`config.mk`:
```
export PLATFORM = sky130hd
export DESIGN_NAME = frame_length_adaptation_controller_flat
export DESIGN_NICKNAME = d
export VERILOG_FILES = /design/src/fla_pkg.sv /design/src/fla_in_if.sv /design/src/fla_out_if.sv /design/src/fla_cfg_regs.sv /design/src/fla_decide.sv /design/src/frame_length_adaptation_controller.sv /design/src/flat_wrapper.sv
export SDC_FILE = /design/constraint.sdc
export NUM_CORES = 1
export LEC_CHECK = 0
export ABC_AREA = 1
export BUFFER_PORTS_ARGS = -buffer_cell sky130_fd_sc_hd__buf_2
export CAP_MARGIN = 20
export CORE_MARGIN = 8
export CORE_UTILIZATION = 40
export CTS_CLUSTER_SIZE = 8
export DETAILED_ROUTE_END_ITERATION = 7
export PLACE_DENSITY = 0.62
export SLEW_MARGIN = 30
export SYNTH_ARGS = -nofsm -noshare
export SYNTH_HDL_FRONTEND = slang
export SYNTH_HIERARCHICAL = 1
export SYNTH_SLANG_ARGS = --single-unit
```
`constraint.sdc`:
```
create_clock -name clk_i -period 4.9 [get_ports clk_i]
set_clock_uncertainty 0.15 [all_clocks]
set_input_delay 0.98 -clock clk_i [delete_from_list [all_inputs] [get_ports clk_i]]
set_output_delay 0.98 -clock clk_i [all_outputs]
set_load 0.02 [all_outputs]
```
`src/fla_pkg.sv`:
```
// ----------------------------------------------------------------------------
// Frame length adaptation package
// Shared widths, register codes, configuration bundle and table helpers.
// ----------------------------------------------------------------------------
package fla_pkg;

  // Field widths fixed by the register and item layouts.
  localparam int unsigned IdxW      = 2;
  localparam int unsigned LenW      = 8;
  localparam int unsigned BwW       = 24;
  localparam int unsigned ThrW      = 21;
  localparam int unsigned LossW     = 16;
  localparam int unsigned CntW      = 3;
  localparam int unsigned EnW       = 6;
  localparam int unsigned TableW    = 32;
  localparam int unsigned ThrPackW  = 63;
  localparam int unsigned CfgDataW  = 63;
  localparam int unsigned CfgIdxW   = 3;
  localparam int unsigned DownEnOfs = 2;

  // Operation codes carried by an input item.
  localparam logic OP_METRICS = 1'b0;
  localparam logic OP_DECIDE  = 1'b1;

  // Register indexes of the configuration port.
  typedef enum logic [CfgIdxW-1:0] {
    REG_FRAME_LENGTHS  = 3'd0,
    REG_LENGTHS_IN_USE = 3'd1,
    REG_INITIAL_INDEX  = 3'd2,
    REG_INC_THRESHOLDS = 3'd3,
    REG_DEC_THRESHOLDS = 3'd4,
    REG_TRANS_ENABLES  = 3'd5,
    REG_LOSS_INC_LIMIT = 3'd6,
    REG_LOSS_DEC_LIMIT = 3'd7
  } cfg_reg_e;

  // Configuration as seen by the datapath.
  typedef struct packed {
    logic [TableW-1:0]   frame_lengths;
    logic [IdxW-1:0]     last_idx;
    logic [ThrPackW-1:0] inc_thr;
    logic [ThrPackW-1:0] dec_thr;
    logic [EnW-1:0]      enables;
    logic [LossW-1:0]    loss_inc;
    logic [LossW-1:0]    loss_dec;
    logic                load_idx;
    logic [IdxW-1:0]     load_value;
  } cfg_t;

  // Threshold entry of a packed threshold register; the fourth entry is zero.
  function automatic logic [ThrW-1:0] thr_at(input logic [ThrPackW-1:0] packed_thr,
                                             input logic [IdxW-1:0] i);
    logic [ThrW-1:0] r;
    case (i)
      2'd0:    r = packed_thr[ThrW-1:0];
      2'd1:    r = packed_thr[2*ThrW-1:ThrW];
      2'd2:    r = packed_thr[3*ThrW-1:2*ThrW];
      default: r = '0;
    endcase
    return r;
  endfunction

  // Frame length entry of the packed length table.
  function automatic logic [LenW-1:0] len_at(input logic [TableW-1:0] table_q,
                                             input logic [IdxW-1:0] i);
    logic [LenW-1:0] r;
    case (i)
      2'd0:    r = table_q[LenW-1:0];
      2'd1:    r = table_q[2*LenW-1:LenW];
      2'd2:    r = table_q[3*LenW-1:2*LenW];
      default: r = table_q[4*LenW-1:3*LenW];
    endcase
    return r;
  endfunction

endpackage

```
`src/fla_in_if.sv`:
```
// ----------------------------------------------------------------------------
// Frame length adaptation input channel
// Valid/ready channel carrying one metrics or decision item per transfer.
// ----------------------------------------------------------------------------
interface fla_in_if;
  logic                          valid;
  logic                          ready;
  logic                          operation;
  logic                          bandwidth_valid;
  logic [fla_pkg::BwW-1:0]       bandwidth_bps;
  logic                          loss_valid;
  logic [fla_pkg::LossW-1:0]     loss_fraction;
  logic                          fec_enabled;

  modport source (
    output valid, operation, bandwidth_valid, bandwidth_bps, loss_valid,
           loss_fraction, fec_enabled,
    input  ready
  );

  modport sink (
    input  valid, operation, bandwidth_valid, bandwidth_bps, loss_valid,
           loss_fraction, fec_enabled,
    output ready
  );
endinterface

```
`src/fla_out_if.sv`:
```
// ----------------------------------------------------------------------------
// Frame length adaptation output channel
// Valid/ready channel carrying the chosen frame length per transfer.
// ----------------------------------------------------------------------------
interface fla_out_if;
  logic                         valid;
  logic                         ready;
  logic [fla_pkg::LenW-1:0]     length_ms;

  modport source (
    output valid, length_ms,
    input  ready
  );

  modport sink (
    input  valid, length_ms,
    output ready
  );
endinterface

```
`src/fla_cfg_regs.sv`:
```
// ----------------------------------------------------------------------------
// Frame length adaptation configuration registers
// Holds the write-only registers and derives the clamped table extent.
// ----------------------------------------------------------------------------
module fla_cfg_regs #(
  parameter int unsigned NUM_LENGTHS = 4
) (
  input  logic                             clk_i,
  input  logic                             rst_ni,
  input  logic                             cfg_we_i,
  input  logic [fla_pkg::CfgIdxW-1:0]      cfg_idx_i,
  input  logic [fla_pkg::CfgDataW-1:0]     cfg_wdata_i,
  output fla_pkg::cfg_t                    cfg_o
);

  localparam logic [fla_pkg::CntW-1:0] MaxCnt = fla_pkg::CntW'(NUM_LENGTHS);

  logic [fla_pkg::TableW-1:0]   frame_lengths_q;
  logic [fla_pkg::CntW-1:0]     lengths_in_use_q;
  logic [fla_pkg::ThrPackW-1:0] inc_thr_q;
  logic [fla_pkg::ThrPackW-1:0] dec_thr_q;
  logic [fla_pkg::EnW-1:0]      enables_q;
  logic [fla_pkg::LossW-1:0]    loss_inc_q;
  logic [fla_pkg::LossW-1:0]    loss_dec_q;
  logic [fla_pkg::CntW-1:0]     count;
  logic [fla_pkg::IdxW-1:0]     last_idx;
  logic [fla_pkg::IdxW-1:0]     init_wr;
  fla_pkg::cfg_reg_e            reg_sel;

  assign reg_sel = fla_pkg::cfg_reg_e'(cfg_idx_i);
  assign init_wr = cfg_wdata_i[fla_pkg::IdxW-1:0];

  // Register writes. The initial index is not stored: it only acts as a
  // reload of the controller index at the moment it is written.
  always_ff @(posedge clk_i or negedge rst_ni) begin
    if (!rst_ni) begin
      frame_lengths_q  <= 32'h0000_3C14;
      lengths_in_use_q <= 3'd2;
      inc_thr_q        <= '0;
      dec_thr_q        <= '0;
      enables_q        <= '0;
      loss_inc_q       <= '0;
      loss_dec_q       <= '0;
    end else if (cfg_we_i) begin
      case (reg_sel)
        fla_pkg::REG_FRAME_LENGTHS:  frame_lengths_q  <= cfg_wdata_i[fla_pkg::TableW-1:0];
        fla_pkg::REG_LENGTHS_IN_USE: lengths_in_use_q <= cfg_wdata_i[fla_pkg::CntW-1:0];
        fla_pkg::REG_INC_THRESHOLDS: inc_thr_q        <= cfg_wdata_i[fla_pkg::ThrPackW-1:0];
        fla_pkg::REG_DEC_THRESHOLDS: dec_thr_q        <= cfg_wdata_i[fla_pkg::ThrPackW-1:0];
        fla_pkg::REG_TRANS_ENABLES:  enables_q        <= cfg_wdata_i[fla_pkg::EnW-1:0];
        fla_pkg::REG_LOSS_INC_LIMIT: loss_inc_q       <= cfg_wdata_i[fla_pkg::LossW-1:0];
        fla_pkg::REG_LOSS_DEC_LIMIT: loss_dec_q       <= cfg_wdata_i[fla_pkg::LossW-1:0];
        default: ;
      endcase
    end
  end

  // The entry count is clamped to one up to the table depth.
  always_comb begin
    if (lengths_in_use_q == '0) begin
      count = 3'd1;
    end else if (lengths_in_use_q > MaxCnt) begin
      count = MaxCnt;
    end else begin
      count = lengths_in_use_q;
    end
  end

  assign last_idx = fla_pkg::IdxW'(count - 3'd1);

  // The initial index write restarts the controller, clamped to the last entry.
  always_comb begin
    cfg_o               = '0;
    cfg_o.frame_lengths = frame_lengths_q;
    cfg_o.last_idx      = last_idx;
    cfg_o.inc_thr       = inc_thr_q;
    cfg_o.dec_thr       = dec_thr_q;
    cfg_o.enables       = enables_q;
    cfg_o.loss_inc      = loss_inc_q;
    cfg_o.loss_dec      = loss_dec_q;
    cfg_o.load_idx      = cfg_we_i && (reg_sel == fla_pkg::REG_INITIAL_INDEX);
    cfg_o.load_value    = (init_wr > last_idx) ? last_idx : init_wr;
  end

endmodule

```
`src/fla_decide.sv`:
```
// ----------------------------------------------------------------------------
// Frame length adaptation decision
// Chooses the next table index from the stored metrics and the FEC flag.
// ----------------------------------------------------------------------------
module fla_decide (
  input  fla_pkg::cfg_t                cfg_i,
  input  logic [fla_pkg::IdxW-1:0]     idx_i,
  input  logic                         bw_known_i,
  input  logic [fla_pkg::BwW-1:0]      bw_value_i,
  input  logic                         loss_known_i,
  input  logic [fla_pkg::LossW-1:0]    loss_value_i,
  input  logic                         fec_i,
  output logic [fla_pkg::IdxW-1:0]     idx_o,
  output logic [fla_pkg::LenW-1:0]     length_o
);

  logic [fla_pkg::IdxW-1:0] idx_c;
  logic [fla_pkg::IdxW-1:0] idx_dn;
  logic [fla_pkg::CntW-1:0] dn_bit;
  logic [fla_pkg::ThrW-1:0] up_thr;
  logic [fla_pkg::ThrW-1:0] dn_thr;
  logic                     up_ok;
  logic                     dn_ok;
  logic                     step_up;
  logic                     step_dn;

  // Saturate the index to the last valid entry first.
  assign idx_c  = (idx_i > cfg_i.last_idx) ? cfg_i.last_idx : idx_i;
  assign idx_dn = idx_c - 2'd1;
  assign dn_bit = fla_pkg::CntW'(idx_c) + fla_pkg::CntW'(fla_pkg::DownEnOfs);

  assign up_thr = fla_pkg::thr_at(cfg_i.inc_thr, idx_c);
  assign dn_thr = fla_pkg::thr_at(cfg_i.dec_thr, idx_dn);

  // A transition exists only where the table and its enable bit allow it.
  assign up_ok = (idx_c != cfg_i.last_idx) && cfg_i.enables[idx_c];
  assign dn_ok = (idx_c != '0) && cfg_i.enables[dn_bit];

  // Lengthen only when every condition favours it.
  assign step_up = up_ok && bw_known_i && (bw_value_i <= fla_pkg::BwW'(up_thr)) &&
                   loss_known_i && (loss_value_i <= cfg_i.loss_inc) && !fec_i;

  // Shorten when any condition calls for it.
  assign step_dn = !step_up && dn_ok &&
                   ((bw_known_i && (bw_value_i >= fla_pkg::BwW'(dn_thr))) ||
                    (loss_known_i && (loss_value_i >= cfg_i.loss_dec)) || fec_i);

  always_comb begin
    if (step_up) begin
      idx_o = idx_c + 2'd1;
    end else if (step_dn) begin
      idx_o = idx_dn;
    end else begin
      idx_o = idx_c;
    end
  end

  assign length_o = fla_pkg::len_at(cfg_i.frame_lengths, idx_o);

endmodule

```
`src/frame_length_adaptation_controller.sv`:
```
// ----------------------------------------------------------------------------
// Frame length adaptation controller
// Tracks uplink bandwidth and loss and steps an encoder frame length table.
// ----------------------------------------------------------------------------
//   Channel  | Direction | Handshake      | Payload
//   in_if    | sink      | valid / ready  | operation, metrics, fec_enabled
//   out_if   | source    | valid / ready  | length_ms
//   cfg_*    | input     | cfg_we_i       | cfg_idx_i, cfg_wdata_i
//
// One item is accepted per cycle unless a stalled output holds a decision
// item in the input register, which also blocks the items behind it. A
// decision item passes through the input register and then the result
// register. Metrics items update the stored values and give nothing. Reset
// clears the stored metrics and puts the index at entry zero. The input
// register lets metrics items through while a result waits.
// ----------------------------------------------------------------------------
module frame_length_adaptation_controller #(
  parameter int unsigned NUM_LENGTHS = 4
) (
  input  logic                          clk_i,
  input  logic                          rst_ni,
  fla_in_if.sink                        in_if,
  fla_out_if.source                     out_if,
  input  logic                          cfg_we_i,
  input  logic [fla_pkg::CfgIdxW-1:0]   cfg_idx_i,
  input  logic [fla_pkg::CfgDataW-1:0]  cfg_wdata_i
);

  fla_pkg::cfg_t               cfg;

  logic                        s1_valid_q;
  logic                        s1_op_q;
  logic                        s1_bw_vld_q;
  logic [fla_pkg::BwW-1:0]     s1_bw_q;
  logic                        s1_loss_vld_q;
  logic [fla_pkg::LossW-1:0]   s1_loss_q;
  logic                        s1_fec_q;

  logic [fla_pkg::IdxW-1:0]    idx_q;
  logic                        bw_known_q;
  logic [fla_pkg::BwW-1:0]     bw_value_q;
  logic                        loss_known_q;
  logic [fla_pkg::LossW-1:0]   loss_value_q;

  logic                        out_valid_q;
  logic [fla_pkg::LenW-1:0]    out_len_q;

  logic [fla_pkg::IdxW-1:0]    idx_next;
  logic [fla_pkg::LenW-1:0]    len_next;
  logic                        out_free;
  logic                        s1_go;
  logic                        s1_decide;
  logic                        in_xfer;

  fla_cfg_regs #(
    .NUM_LENGTHS (NUM_LENGTHS)
  ) u_cfg (
    .clk_i       (clk_i),
    .rst_ni      (rst_ni),
    .cfg_we_i    (cfg_we_i),
    .cfg_idx_i   (cfg_idx_i),
    .cfg_wdata_i (cfg_wdata_i),
    .cfg_o       (cfg)
  );

  fla_decide u_decide (
    .cfg_i        (cfg),
    .idx_i        (idx_q),
    .bw_known_i   (bw_known_q),
    .bw_value_i   (bw_value_q),
    .loss_known_i (loss_known_q),
    .loss_value_i (loss_value_q),
    .fec_i        (s1_fec_q),
    .idx_o        (idx_next),
    .length_o     (len_next)
  );

  // Flow control: a decision needs a free result register, metrics do not.
  assign out_free     = !out_valid_q || out_if.ready;
  assign s1_decide    = s1_valid_q && (s1_op_q == fla_pkg::OP_DECIDE);
  assign s1_go        = s1_valid_q && (!s1_decide || out_free);
  assign in_if.ready  = !s1_valid_q || s1_go;
  assign in_xfer      = in_if.valid && in_if.ready;

  // Input register.
  always_ff @(posedge clk_i or negedge rst_ni) begin
    if (!rst_ni) begin
      s1_valid_q <= 1'b0;
    end else if (in_if.ready) begin
      s1_valid_q <= in_if.valid;
    end
  end

  always_ff @(posedge clk_i) begin
    if (in_xfer) begin
      s1_op_q       <= in_if.operation;
      s1_bw_vld_q   <= in_if.bandwidth_valid;
      s1_bw_q       <= in_if.bandwidth_bps;
      s1_loss_vld_q <= in_if.loss_valid;
      s1_loss_q     <= in_if.loss_fraction;
      s1_fec_q      <= in_if.fec_enabled;
    end
  end

  // Controller state: index and latest known metrics.
  always_ff @(posedge clk_i or negedge rst_ni) begin
    if (!rst_ni) begin
      idx_q        <= '0;
      bw_known_q   <= 1'b0;
      bw_value_q   <= '0;
      loss_known_q <= 1'b0;
      loss_value_q <= '0;
    end else if (cfg.load_idx) begin
      idx_q <= cfg.load_value;
    end else if (s1_go) begin
      if (s1_decide) begin
        idx_q <= idx_next;
      end else begin
        if (s1_bw_vld_q) begin
          bw_known_q <= 1'b1;
          bw_value_q <= s1_bw_q;
        end
        if (s1_loss_vld_q) begin
          loss_known_q <= 1'b1;
          loss_value_q <= s1_loss_q;
        end
      end
    end
  end

  // Result register.
  always_ff @(posedge clk_i or negedge rst_ni) begin
    if (!rst_ni) begin
      out_valid_q <= 1'b0;
    end else if (out_free) begin
      out_valid_q <= s1_go && s1_decide;
    end
  end

  always_ff @(posedge clk_i) begin
    if (s1_go && s1_decide) begin
      out_len_q <= len_next;
    end
  end

  assign out_if.valid     = out_valid_q;
  assign out_if.length_ms = out_len_q;

endmodule

```
`src/flat_wrapper.sv`:
```
// flat-port wrapper written by rule: the top's interface ports become plain ports
module frame_length_adaptation_controller_flat 
#(
  parameter int unsigned NUM_LENGTHS = 4
)
  (clk_i, rst_ni, cfg_we_i, cfg_idx_i, cfg_wdata_i, in_if_valid, in_if_operation, in_if_bandwidth_valid, in_if_bandwidth_bps, in_if_loss_valid, in_if_loss_fraction, in_if_fec_enabled, in_if_ready, out_if_valid, out_if_length_ms, out_if_ready);
  fla_in_if in_if_i ();
  fla_out_if out_if_i ();
  input  logic clk_i;
  input  logic rst_ni;
  input  logic cfg_we_i;
  input  logic [fla_pkg::CfgIdxW-1:0] cfg_idx_i;
  input  logic [fla_pkg::CfgDataW-1:0] cfg_wdata_i;
  input wire logic [$bits(in_if_i.valid)-1:0] in_if_valid;
  input wire logic [$bits(in_if_i.operation)-1:0] in_if_operation;
  input wire logic [$bits(in_if_i.bandwidth_valid)-1:0] in_if_bandwidth_valid;
  input wire logic [$bits(in_if_i.bandwidth_bps)-1:0] in_if_bandwidth_bps;
  input wire logic [$bits(in_if_i.loss_valid)-1:0] in_if_loss_valid;
  input wire logic [$bits(in_if_i.loss_fraction)-1:0] in_if_loss_fraction;
  input wire logic [$bits(in_if_i.fec_enabled)-1:0] in_if_fec_enabled;
  output wire logic [$bits(in_if_i.ready)-1:0] in_if_ready;
  output wire logic [$bits(out_if_i.valid)-1:0] out_if_valid;
  output wire logic [$bits(out_if_i.length_ms)-1:0] out_if_length_ms;
  input wire logic [$bits(out_if_i.ready)-1:0] out_if_ready;
  assign in_if_i.valid = in_if_valid;
  assign in_if_i.operation = in_if_operation;
  assign in_if_i.bandwidth_valid = in_if_bandwidth_valid;
  assign in_if_i.bandwidth_bps = in_if_bandwidth_bps;
  assign in_if_i.loss_valid = in_if_loss_valid;
  assign in_if_i.loss_fraction = in_if_loss_fraction;
  assign in_if_i.fec_enabled = in_if_fec_enabled;
  assign in_if_ready = in_if_i.ready;
  assign out_if_valid = out_if_i.valid;
  assign out_if_length_ms = out_if_i.length_ms;
  assign out_if_i.ready = out_if_ready;
  frame_length_adaptation_controller #(.NUM_LENGTHS(NUM_LENGTHS)) u_core (.clk_i(clk_i), .rst_ni(rst_ni), .in_if(in_if_i), .out_if(out_if_i), .cfg_we_i(cfg_we_i), .cfg_idx_i(cfg_idx_i), .cfg_wdata_i(cfg_wdata_i));
endmodule
```
==> flow_summary.ini <==
[status]
status = complete, no violations

[global_route]
overflow = 0
antenna_found_initial = 2
grt_usage_pct = 18.7
grt_start_max_net_pins = 112
grt_pass1_wl_um = 61900
first_global_vias = 10900

[routing]
vias = 11500
via_per_inst = 5.04
routed_wl_um = 40400
routedWlPerCell_um = 17.7
ant_nets = 0
drc_errors = 0
drt_pre_antenna_iters = 5
drt_iter0_drc = 853

[clock_tree]
htreeDepth = 2
cts_root_buffer = clkbuf_16
clock_path_buffers = 3
holdBufCountCts = 0
clk_pin_slew_worst_paths_ps = 50
cts_tree = yes
insertion_delay_ps = 530
cts_buffers = 43
clkSinkCount = 297

[synthesis]
seq_area_frac_synth_pct = 53.2
ys_types = 37
syn_inst = 1661
synth_nets = 1862
avgSynthCellArea_um2 = 8.71
ys_ff_latch = 297
ys.warnings.count = 6
syn_area_um2 = 14500

[setup_path]
path_common_cell = nand2_1
cp.depth = 25
critical_path_class = register to register
critPathBufInv = 4
required_ps = 5010
crit_arrival_ps = 4750
cpPeakStageDelay_ps = 540
end_kind = register
path_max_fanout = 21
worstRegToRegCells = 25
worstSetupStartpointType = register
cp_top_family = simple AND/OR/NAND/NOR gates
cp_slowest_cell = dfstp_2

[power_and_ir_drop]
p_sw_share_pct = 35.9
pwr-share-seq_pct = 36.4
vdd_ir_drop_max_mv = 0.246
p_leak_nw = 8.55
total_power_mw = 9.08
power_density_nw_per_um2 = 533
net-switching-power_mw = 3.26
internal-power_mw = 5.82
clockPowerShare_pct = 29.7
power_frac_comb_pct = 33.8

[layout]
layout_commonest_cell = nand2_1
drive_gt1_share_pct = 15.1
area_growth_pct = 17.7
final_cell_mix = nand2_1, dfrtp_1, inv_1, o21ai_1, buf_2
final_nets = 1996

[die]
fp.dieArea_um2 = 42500
fp.dieH_um = 206
pin_count = 125
fp.coreArea_um2 = 35600
row_count = 69
initial_core_util_pct = 40.7
die_w_um = 206

[timing]
slew_viol_final = 0
period_needed_ps = 4640
slew_headroom_pct = 42.2
clock.fmax_mhz = 216
worst_pin_slew_ps = 868
finalSetupTns_ps = 0
fin_crit_sh_pct = 94.7
setup_viol = 0
hold_ws_ps = 158
worst_slack_ps = 261
hold_violations = 0

[placement]
gp_congestion = 0.900
hpwl_um = 28700
portBuffers = 124
place_worst_setup_slack_ps = 107

[run]
maxCapViolCount = 0

[worst_hold_path]
hold_class = input port to async pin
## cells by family after synthesis
group	Yosys count	synth area share, %
and+or+nand+nor	729	21.5
DFF	297	53.2
adders and majority gates	86	7.44
buffers and inverters	263	7.34
xor gates and xnor gates	1	0.190
AOI/OAI and AO/OA	285	10.2
## synthesized netlist by cell type (all sizes together)
| master | number | share of area [%] |
|---|---|---|
| inv | 194 | 5.0 |
| edfxtp | 52 | 11 |
| nor2 | 37 | 1.2 |
| dfstp | 7 | 1.3 |
| dfrtp | 238 | 41 |
| nand3b | 1 | 0.052 |
| and3 | 2 | 0.086 |
| nand3 | 96 | 3.8 |
| nand2 | 567 | 15 |
| buf | 34 | 1.4 |
| a21oi | 31 | 1.2 |
| o21a | 3 | 0.16 |
| nor3 | 3 | 0.10 |
| a21o | 2 | 0.10 |
| clkbuf | 35 | 0.92 |
| nand4 | 21 | 0.99 |
| xor2 | 1 | 0.19 |
| nand2b | 1 | 0.095 |
| o21ai | 245 | 8.6 |
| ha | 86 | 7.4 |
| o21bai | 4 | 0.21 |
| or2 | 1 | 0.043 |
## worst paths after layout
kind                                                              start                                      endpoint  slack [ps]
max                        u_core/u_cfg/lengths_in_use_q[1]$_DFFE_PN1P_          u_core/out_if.length_ms[1]$_DFFE_PP_         260
min                                                              rst_ni        u_core/u_cfg/loss_dec_q[5]$_DFFE_PN0P_         160
max reg2reg                u_core/u_cfg/lengths_in_use_q[1]$_DFFE_PN1P_          u_core/out_if.length_ms[1]$_DFFE_PP_         260
min reg2reg                          u_core/loss_value_q[0]$_DFFE_PN0P_            u_core/loss_value_q[0]$_DFFE_PN0P_         330
max in group asynchronous                                        rst_ni  u_core/u_cfg/frame_lengths_q[12]$_DFFE_PN1P_        3190
min in group clk_i                   u_core/loss_value_q[0]$_DFFE_PN0P_            u_core/loss_value_q[0]$_DFFE_PN0P_         330
## final cells by class
cell class | count | area, µm²
tap | 461 | 577
clock inverter | 1 | 6.26
timing repair buffer | 158 | 1010
fill | 3456 | 18500
multi-input combinational | 1101 | 5800
antenna | 1 | 2.50
inverter | 194 | 728
sequential | 297 | 7700
clock buffer | 65 | 1200
## flip-flops by register name, indices dropped and copies added, names as in the netlist, 2 cells and up
| signal | cells |
|---|---|
| u_core/out_if.length_ms | 8 |
| u_core/s1_bw_q | 24 |
| u_core/loss_value_q | 16 |
| u_core/bw_value_q | 24 |
| u_core/idx_q | 2 |
| u_core/u_cfg/loss_dec_q | 16 |
| u_core/u_cfg/lengths_in_use_q | 3 |
| u_core/u_cfg/inc_thr_q | 63 |
| u_core/u_cfg/dec_thr_q | 63 |
| u_core/u_cfg/enables_q | 6 |
| u_core/u_cfg/frame_lengths_q | 32 |
| u_core/s1_loss_q | 16 |
| u_core/u_cfg/loss_inc_q | 16 |
## power by group through the flow
stage	Sequential [mW]	Combinational, mW	Clock, mW
2_1_floorplan	3.24	2.03	0
3_3_place_gp	3.33	2.70	0
3_5_place_dp	3.33	2.80	0
4_1_cts	3.30	2.82	2.78
5_1_grt	3.35	3.44	2.88
6_report	3.31	3.07	2.70
## per-layer routing
metal | GRT usage (%) | vias to the layer above | part of all wire [%]
li1 | - | 5639 | -
met1 | 27.2 | 5373 | 47
met3 | 3.28 | 81 | 7.3
met4 | 6.89 | 2 | 3.3
met2 | 27.4 | 388 | 43
met5 | 0 | - | 0.030
## repair_timing
item                                   4_1_cts  5_1_grt
setup buffers                                0        8
setup endpoints to repair                    0       10
gates resized for setup                      0       16
endpoints found under the hold margin        0        0
## metrics by stage
step	cell area, µm²	instances	util (%)
after global placement	15600	2199	43.8
after floorplan	14500	1661	-
after detailed placement	15600	2200	43.8
after CTS	16800	2266	47.2
final	17000	2278	47.9
after global routing	17000	2278	47.9
No activity file was read; power rests on OpenSTA's default activity.
